<file path="config.mk">
export PLATFORM = sky130hd
export DESIGN_NAME = energy_voice_activity_segmenter_core
export DESIGN_NICKNAME = d
export VERILOG_FILES = /design/src/design/evas_pkg.sv /design/src/design/energy_voice_activity_segmenter_core.sv
export VERILOG_INCLUDE_DIRS = /design/src /design/src/design
export SDC_FILE = /design/constraint.sdc
export NUM_CORES = 1
export LEC_CHECK = 0
export BUFFER_PORTS_ARGS = -buffer_cell sky130_fd_sc_hd__buf_2
export CAP_MARGIN = 10
export CORE_MARGIN = 5
export CORE_UTILIZATION = 55
export CTS_CLUSTER_SIZE = 10
export DETAILED_ROUTE_END_ITERATION = 7
export HOLD_SLACK_MARGIN = 0.06
export PLACE_DENSITY_LB_ADDON = 0.05
export SLEW_MARGIN = 20
export SYNTH_ARGS = -nofsm -noshare
export SYNTH_HDL_FRONTEND = slang
export SYNTH_SLANG_ARGS = --single-unit
</file>
<file path="constraint.sdc">
create_clock -name clk_i -period 10.22 [get_ports clk_i]
set_input_delay 2.044 -clock clk_i [delete_from_list [all_inputs] [get_ports clk_i]]
set_output_delay 2.044 -clock clk_i [all_outputs]
set_load 0.01 [all_outputs]
</file>
<file path="src/design/assert_macros.svh">
// Assertion macros shared by the RTL of the voice activity segmenter.
// Each macro checks on the rising clock edge and is disabled while reset is low.
`ifndef ASSERT_MACROS_SVH
`define ASSERT_MACROS_SVH

// The property must hold at every clock edge outside reset.
`define ASSERT_PROP(lbl, clk, rstn, prop) \
  lbl: assert property (@(posedge clk) disable iff (!rstn) (prop)) \
    else $error("assertion failed");

// The expression must never be true outside reset.
`define ASSERT_NEVER(lbl, clk, rstn, expr) \
  lbl: assert property (@(posedge clk) disable iff (!rstn) !(expr)) \
    else $error("forbidden condition seen");

`endif

</file>
<file path="src/design/evas_pkg.sv">
// Package of the energy voice activity segmenter: sizes, codes and payload types.
// Depends on nothing; used by energy_voice_activity_segmenter_core.
`default_nettype none

package evas_pkg;

  localparam int unsigned FRAME_SAMPLES_MAX     = 2048;
  localparam int unsigned MAX_UTTERANCE_SAMPLES = 160000;

  // Early end once kept_length * 5 > MAX * 4, i.e. kept_length > floor(MAX * 4 / 5).
  localparam int unsigned KEPT_EARLY_LIMIT = (MAX_UTTERANCE_SAMPLES * 4) / 5;

  localparam int unsigned CNT_W    = $clog2(FRAME_SAMPLES_MAX + 1);
  localparam int unsigned ENERGY_W = 27;
  localparam int unsigned SUM_W    = ENERGY_W + 1;
  localparam int unsigned PROD_W   = 16 + CNT_W;
  localparam int unsigned CMP_W    = (PROD_W > SUM_W) ? PROD_W : SUM_W;
  localparam int unsigned QUIET_W  = 4;
  localparam int unsigned SILENT_W = 17;
  localparam int unsigned KEPT_W   = 18;

  localparam logic [ENERGY_W-1:0] ENERGY_MAX = '1;
  localparam logic [SILENT_W-1:0] SILENT_MAX = '1;
  localparam logic [QUIET_W-1:0]  QUIET_MAX  = '1;
  localparam logic [QUIET_W-1:0]  HANGOVER_FRAMES = QUIET_W'(3);
  localparam logic [QUIET_W-1:0]  END_QUIET_FRAMES = QUIET_W'(4);
  localparam logic [QUIET_W:0]    EARLY_QUIET_ADD = (QUIET_W + 1)'(5);

  typedef enum logic [1:0] {
    CLS_SILENCE = 2'd0,
    CLS_SPEECH  = 2'd1,
    CLS_PAUSE   = 2'd2
  } frame_class_e;

  typedef enum logic [1:0] {
    REG_ENERGY_THRESHOLD = 2'd0,
    REG_SILENCE_LIMIT    = 2'd1,
    REG_WAKE_REQUIRED    = 2'd2,
    REG_ALERT_ENABLE     = 2'd3
  } cfg_reg_e;

  localparam logic ITEM_SAMPLE = 1'b0;
  localparam logic ITEM_WAKE   = 1'b1;

  typedef struct packed {
    logic               kind;
    logic signed [15:0] sample;
    logic               frame_last;
  } in_item_t;

  typedef struct packed {
    logic [1:0]        frame_class;
    logic              utterance_end;
    logic [KEPT_W-1:0] utterance_length;
    logic              wake_expired;
    logic              alert_send;
    logic              awake;
  } out_item_t;

endpackage

`default_nettype wire

</file>
<file path="src/design/energy_voice_activity_segmenter_core.sv">
// Top level of the energy voice activity segmenter: input register, frame
// decision logic, result register. Uses evas_pkg and assert_macros.svh.
//
//   channel | signals                                  | direction
//   in      | in_valid_i, in_ready_o, in_data_i        | item in
//   out     | out_valid_o, out_ready_i, out_data_o     | result out
//   cfg     | cfg_valid_i, cfg_ready_o, cfg_index_i,   | register write in
//           | cfg_data_i                               |
//
// An item is held in the input register and, if it ends a frame, its result
// is decided combinationally and written into the output register.
// One item is taken per cycle while the decision stage is not stalled; the rate is
// set by the single decision stage (a 16 x 12 multiply and a 28-bit compare).
// Reset clears all state and loads the register defaults. A result waiting in
// the output register stalls the decision stage only when the next item also ends a frame.
`default_nettype none
`include "assert_macros.svh"

module energy_voice_activity_segmenter_core (
  input  wire                  clk_i,
  input  wire                  rst_ni,
  input  wire                  in_valid_i,
  output logic                 in_ready_o,
  input  evas_pkg::in_item_t   in_data_i,
  output logic                 out_valid_o,
  input  wire                  out_ready_i,
  output evas_pkg::out_item_t  out_data_o,
  input  wire                  cfg_valid_i,
  output logic                 cfg_ready_o,
  input  wire [1:0]            cfg_index_i,
  input  wire [15:0]           cfg_data_i
);
  import evas_pkg::*;

  // Configuration registers.
  logic [15:0] energy_threshold_q, silence_limit_q;
  logic        wake_required_q, alert_enable_q;

  // Pipeline registers.
  in_item_t  in_q;
  logic      in_valid_q;
  out_item_t out_q;
  logic      out_valid_q;

  // Segmenter state.
  logic [ENERGY_W-1:0] energy_q, energy_d;
  logic [CNT_W-1:0]    count_q, count_d;
  logic                seen_q, seen_d;
  logic [QUIET_W-1:0]  quiet_q, quiet_d;
  logic [SILENT_W-1:0] silent_q, silent_d;
  logic                wake_q, wake_d;
  logic [KEPT_W-1:0]   kept_q, kept_d;

  logic                has_result, advance, out_free;
  out_item_t           result;
  logic [16:0]         mag;
  logic [SUM_W-1:0]    sum;
  logic [CNT_W-1:0]    n;
  logic                frame_end;
  logic [PROD_W-1:0]   prod;
  logic                is_speech;
  logic [KEPT_W:0]     kept_sum;
  logic [QUIET_W:0]    quiet_sum;

  assign cfg_ready_o = 1'b1;

  always_ff @(posedge clk_i or negedge rst_ni) begin
    if (!rst_ni) begin
      energy_threshold_q <= 16'd300;
      silence_limit_q    <= 16'd30;
      wake_required_q    <= 1'b1;
      alert_enable_q     <= 1'b0;
    end else if (cfg_valid_i) begin
      unique case (cfg_reg_e'(cfg_index_i))
        REG_ENERGY_THRESHOLD: energy_threshold_q <= cfg_data_i;
        REG_SILENCE_LIMIT:    silence_limit_q    <= cfg_data_i;
        REG_WAKE_REQUIRED:    wake_required_q    <= cfg_data_i[0];
        REG_ALERT_ENABLE:     alert_enable_q     <= cfg_data_i[0];
        default: ;
      endcase
    end
  end

  // Frame arithmetic on the registered item.
  always_comb begin
    mag       = in_q.sample[15] ? (17'h10000 - {1'b0, in_q.sample}) : {1'b0, in_q.sample};
    sum       = {1'b0, energy_q} + SUM_W'(mag);
    n         = count_q + CNT_W'(1);
    frame_end = in_q.frame_last || (n == CNT_W'(FRAME_SAMPLES_MAX));
    prod      = PROD_W'(energy_threshold_q) * PROD_W'(n);
    is_speech = CMP_W'(sum) > CMP_W'(prod);
    kept_sum  = {1'b0, kept_q} + (KEPT_W + 1)'(n);
  end

  always_comb begin
    energy_d   = energy_q;
    count_d    = count_q;
    seen_d     = seen_q;
    quiet_d    = quiet_q;
    silent_d   = silent_q;
    wake_d     = wake_q;
    kept_d     = kept_q;
    has_result = 1'b0;
    quiet_sum  = '0;
    result     = '0;

    if (in_q.kind == ITEM_WAKE) begin
      wake_d   = 1'b1;
      silent_d = '0;
    end else if (!frame_end) begin
      energy_d = (sum > SUM_W'(ENERGY_MAX)) ? ENERGY_MAX : sum[ENERGY_W-1:0];
      count_d  = n;
    end else begin
      has_result = 1'b1;
      energy_d   = '0;
      count_d    = '0;
      if (is_speech) begin
        quiet_d  = '0;
        silent_d = '0;
        seen_d   = 1'b1;
        kept_d   = (kept_sum > (KEPT_W + 1)'(MAX_UTTERANCE_SAMPLES))
                   ? KEPT_W'(MAX_UTTERANCE_SAMPLES) : kept_sum[KEPT_W-1:0];
        result.frame_class = CLS_SPEECH;
        result.alert_send  = wake_required_q && !wake_q && alert_enable_q;
      end else begin
        // Pause keeps the frame as hangover; otherwise the frame is dropped.
        if (seen_q && quiet_q < HANGOVER_FRAMES) begin
          kept_d = (kept_sum > (KEPT_W + 1)'(MAX_UTTERANCE_SAMPLES))
                   ? KEPT_W'(MAX_UTTERANCE_SAMPLES) : kept_sum[KEPT_W-1:0];
          result.frame_class = CLS_PAUSE;
        end else begin
          result.frame_class = CLS_SILENCE;
        end
        quiet_d  = (quiet_q == QUIET_MAX) ? QUIET_MAX : quiet_q + QUIET_W'(1);
        silent_d = (silent_q == SILENT_MAX) ? SILENT_MAX : silent_q + SILENT_W'(1);
        if (result.frame_class == CLS_SILENCE && silent_d >= SILENT_W'(silence_limit_q)) begin
          result.wake_expired = wake_required_q && wake_q &&
                                (silent_d == SILENT_W'(silence_limit_q));
          wake_d = 1'b0;
        end
      end

      // A long utterance is forced to end by pushing the quiet count up.
      if (kept_d > KEPT_W'(KEPT_EARLY_LIMIT)) begin
        quiet_sum = {1'b0, quiet_d} + EARLY_QUIET_ADD;
        quiet_d   = (quiet_sum > (QUIET_W + 1)'(QUIET_MAX)) ? QUIET_MAX
                    : quiet_sum[QUIET_W-1:0];
      end

      result.utterance_length = kept_d;
      if (seen_d && quiet_d >= END_QUIET_FRAMES) begin
        result.utterance_end = 1'b1;
        kept_d  = '0;
        quiet_d = '0;
        seen_d  = 1'b0;
      end
      result.awake = wake_d;
    end
  end

  assign out_free   = !out_valid_q || out_ready_i;
  assign advance    = in_valid_q && (!has_result || out_free);
  assign in_ready_o = !in_valid_q || advance;

  always_ff @(posedge clk_i or negedge rst_ni) begin
    if (!rst_ni) begin
      in_valid_q  <= 1'b0;
      out_valid_q <= 1'b0;
      energy_q    <= '0;
      count_q     <= '0;
      seen_q      <= 1'b0;
      quiet_q     <= '0;
      silent_q    <= '0;
      wake_q      <= 1'b0;
      kept_q      <= '0;
    end else begin
      if (in_ready_o) begin
        in_valid_q <= in_valid_i;
      end
      if (advance) begin
        energy_q <= energy_d;
        count_q  <= count_d;
        seen_q   <= seen_d;
        quiet_q  <= quiet_d;
        silent_q <= silent_d;
        wake_q   <= wake_d;
        kept_q   <= kept_d;
      end
      if (advance && has_result) begin
        out_valid_q <= 1'b1;
      end else if (out_ready_i) begin
        out_valid_q <= 1'b0;
      end
    end
  end

  // Payload registers carry no reset.
  always_ff @(posedge clk_i) begin
    if (in_ready_o && in_valid_i) begin
      in_q <= in_data_i;
    end
    if (advance && has_result) begin
      out_q <= result;
    end
  end

  assign out_valid_o = out_valid_q;
  assign out_data_o  = out_q;

  `ASSERT_PROP(a_alert_only_on_speech_asleep, clk_i, rst_ni,
    (out_valid_o && out_data_o.alert_send) |->
      (out_data_o.frame_class == CLS_SPEECH && !out_data_o.awake))
  `ASSERT_PROP(a_expiry_clears_wake, clk_i, rst_ni,
    (out_valid_o && out_data_o.wake_expired) |->
      (out_data_o.frame_class == CLS_SILENCE && !out_data_o.awake))
  `ASSERT_NEVER(a_kept_in_range, clk_i, rst_ni,
    kept_q > KEPT_W'(MAX_UTTERANCE_SAMPLES))
  `ASSERT_PROP(a_open_utterance_quiet_low, clk_i, rst_ni,
    seen_q |-> (quiet_q < END_QUIET_FRAMES))

endmodule

`default_nettype wire

</file>
==> metrics.md <==
| Metric | Value |
|---|---|
| Setup TNS | `0 ns` |
| RR Startpoint | `count_q[3]` |
| Synth async-reset ratio | `73.4%` |
| Post-synth design cell area | `0.0166 mm²` |
| Vias | `13.5k` |
| Global-route wire length before repair | `70100 µm` |
| Pin count of the biggest net entering global routing | `64` |
| Routed Antenna Nets | `0` |
| Htree depth | `4` |
| Slew Viols, Final | `0` |
| Layout cells sized above 1 | `11.7%` |
| CTS Buffer Depth | `2` |
| CP Class | `register to register` |
| Starting DRT DRC Count | `830` |
| Worst setup SP type | `register` |
| Min cycle time layout | `9.61 ns` |
| Mapped Nets | `2200` |
| Clock root cell | `clkbuf_16` |
| DP Area | `0.0174 mm²` |
| Crit path max fanout | `17` |
| Worst-Margin Slew | `0.880 ns` |
| CP delay by family, top | `simple AND/OR/NAND/NOR gates` |
| Post-DP HPWL | `32400 µm` |
| Hold Fails Final Rpt | `0` |
| Initial core utilization | `55.9%` |
| Number of setup buffers added after CTS | `0` |
| Pwr/cell area | `193 mW/mm²` |
| Setup violators final | `0` |
| Register area | `0.00418 mm²` |
| 1st-pass router iterations | `5` |
| Core area | `0.0297 mm²` |
| Crit-path max cell delay | `0.55 ns` |
| Dominant synthesized flop cell | `dfrtp_1` |
| Die W | `184 µm` |
| Clock slew at reported path FFs | `0.07 ns` |
| FF+latch count, synth | `158` |
| Vias in the first global route | `13.7k` |
| Gr ovfl total | `0` |
| Yosys top cell area share | `17.1%` |
| WP buf/inv | `4` |
| R2R Path End | `out_data_o[21]` |
| Hold path startpoint | `energy_q[9]` |
| Die footprint | `0.0338 mm²` |
| Post-Synthesis Cells | `1871` |
| Top post-synthesis cells by area | `fa_1 (17%), dfrtp_1 (16%), ha_1 (11%)` |
| CP most frequent cell | `fa_1` |
| Area delta synth->final | `8.61%` |
| Unique masters post-synth | `87` |
| Worst setup EP type | `register` |
| Clock power frac | `18.6%` |
| Std cell rows | `63` |
| GR Util met1 | `34.0%` |
| Area leader, netlist | `fa_1` |
| Final Skew | `0.0135 ns` |
| GPL Wtd Cong | `0.929` |
| Hold depth | `2` |
| Port bufs | `66` |
| Yosys warnings | `0` |
| Nets | `2236` |
| Worst vdd ir | `0.133 mV` |
| Number of antenna diodes | `0` |
| Sequential Power Share | `26.0%` |
| Status | `finished, final reports clean` |
| Rel. slew slack | `41.3%` |
| CTS sink count | `158` |
| Fin crit share | `94.0%` |
| Fmax | `104 MHz` |
| DRC Markers | `0` |
| Met3 Usage GRT | `4.16%` |
| Unrepaired setup endpoints after global routing | `false` |
| Clk_lat worst skew | `0.44 ns` |
| Cell-internal power | `1.87 mW` |
| Wirelength per Cell | `18.2 µm` |
| Design area | `0.0180 mm²` |
| Number of antenna violations at the first check in global routing | `1` |
| Fin util | `60.7%` |
| Switching share of power | `46.3%` |
| Fill count | `2611` |
| Register area share after synthesis | `25.1%` |
| Switch Pwr | `1.62 mW` |
| I/O pins | `68` |
| Slowest cell on the critical path | `fa_1` |
| Tot GR Track Use | `25.8%` |
| CTS tree | `done` |
| Vias per inst | `5.85` |
| Hold Crit Class | `register to register` |
| Busiest grt layer | `met2` |
| Lkg Pwr | `8.80 nW` |
| Max Cap Viol | `0` |
| GR Util met2 | `43.9%` |
| Total CTS buffers | `17` |
| Reg2Reg Setup Slack | `0.61 ns` |
| Routed WL | `42100 µm` |
| CP Data Arrival Time | `9.89 ns` |
| Multi-input logic area | `0.0112 mm²` |
| Syn_area_per_cell | `8.88 µm²` |
| Comb power frac | `55.4%` |
| FF-to-FF path depth | `37` |
| WHS Endpoint | `energy_q[9]` |
| Die height | `184 µm` |
| WP data required | `10.51 ns` |
| Post-synth EDFFs | `42` |
-- cell usage after synthesis (all sizes together) (15+ instances only) --
library cell and instances:
o21a 16, inv 256, xor2 33, nand2 252
clkbuf 68, o21ai 73, a21oi 99, dfrtp 107
fa 142, a211oi 23, nor3 33, nand4 15
a21o 26, and2 79, nor2 82, mux2 35
ha 146, xnor2 51, nand3 66, and3 17
edfxtp 42
-- layer usage --
metal	wire length (µm)	share of wire (%)
met1	17900	43
met2	20600	49
met3	2440	5.8
met4	1200	2.8
met5	0	0
-- worst min-delay path, stage by stage, from the launching register on --
cell,delay (ns)
dfrtp_1,0.35
nand2_1,0.05
nand2_1,0.05
-- state kept, by name (all words and copies together), names as in the netlist, 4 cells and up --
name                flops
count_q                12
energy_q               27
energy_threshold_q     16
in_q                   18
kept_q                 18
out_data_o             24
quiet_q                 4
silence_limit_q        16
silent_q               17
-- through the flow --
step | power, mW | std cells | setup slack [ns] | hold WS, ns
floorplan | 2.28 | 1871 | 0.759 | 0.443
finish | 3.49 | 2310 | 0.614 | 0.478
CTS | 3.49 | 2310 | 0.0964 | 0.484
detailed placement | 2.82 | 2278 | 0.138 | 0.466
global route | 3.83 | 2310 | 0.0134 | 0.515
global placement | 2.78 | 2278 | 0.0821 | 0.456
-- power by group through the flow --
stage	combinational (mW)	clock (mW)	sequential (mW)
global placement	1.87	0	0.912
CTS	1.93	0.665	0.903
global route	2.22	0.696	0.921
finish	1.93	0.650	0.906
floorplan	1.44	0	0.834
detailed placement	1.91	0	0.914
-- logic make-up (layout without fill, tap and decap cells) --
kind of cell	after synthesis	in the layout	share of synthesized area, %
multiplexers	37	37	2.49
AND/OR/NAND/NOR	610	610	17.5
buffers and inverters	338	387	7.82
other	2	2	0.0452
XOR/XNOR	84	84	4.47
flip-flops	158	158	25.1
adder cells (fa/ha/maj)	288	288	28.1
AO/OA/AOI/OAI	354	354	14.4
-- how the worst max path moves through the flow --
stage                          start             end  depth (start not counted)
after floorplan           count_q[2]  out_data_o[21]                         41
after global placement    count_q[1]  out_data_o[21]                         36
after detailed placement  count_q[2]  out_data_o[21]                         37
after CTS                 count_q[2]      kept_q[14]                         37
after global routing      count_q[2]  out_data_o[21]                         38
final                     count_q[3]  out_data_o[21]                         37
-- placed cells by master (no fill, tap or decap), types with 19 or more instances in the layout --
| master | netlist | routed |
|---|---|---|
| a211oi_1 | 20 | 19 |
| xor2_1 | 32 | 32 |
| dfrtp_1 | 107 | 107 |
| o21ai_0 | 66 | 66 |
| inv_1 | 256 | 256 |
| ha_1 | 146 | 146 |
| a21o_1 | 26 | 26 |
| fa_1 | 142 | 142 |
| nand2_1 | 251 | 251 |
| a21oi_1 | 99 | 99 |
| buf_2 | 8 | 65 |
| clkbuf_16 | 0 | 19 |
| and2_1 | 77 | 77 |
| edfxtp_1 | 42 | 42 |
| mux2_2 | 35 | 35 |
| nor3_1 | 31 | 29 |
| buf_4 | 1 | 32 |
| nand3_1 | 66 | 65 |
| xnor2_1 | 51 | 48 |
| nor2_1 | 82 | 81 |
-- final cells by class --
type,count,area share [%]
Multi-Input combinational cell,1375,62.2
Sequential cell,158,23.1
Inverter,256,5.33
Timing Repair Buffer,99,3.31
Clock buffer,20,2.71
Tap cell,390,2.71
Clock inverter,12,0.617
-- repair_timing --
| action | in CTS | in global routing |
|---|---|---|
| hold buffers | 0 | 0 |
| gates resized for setup | 0 | 17 |
| setup endpoints to repair | 0 | 24 |
Note: power is estimated with default switching activity, not from simulation.
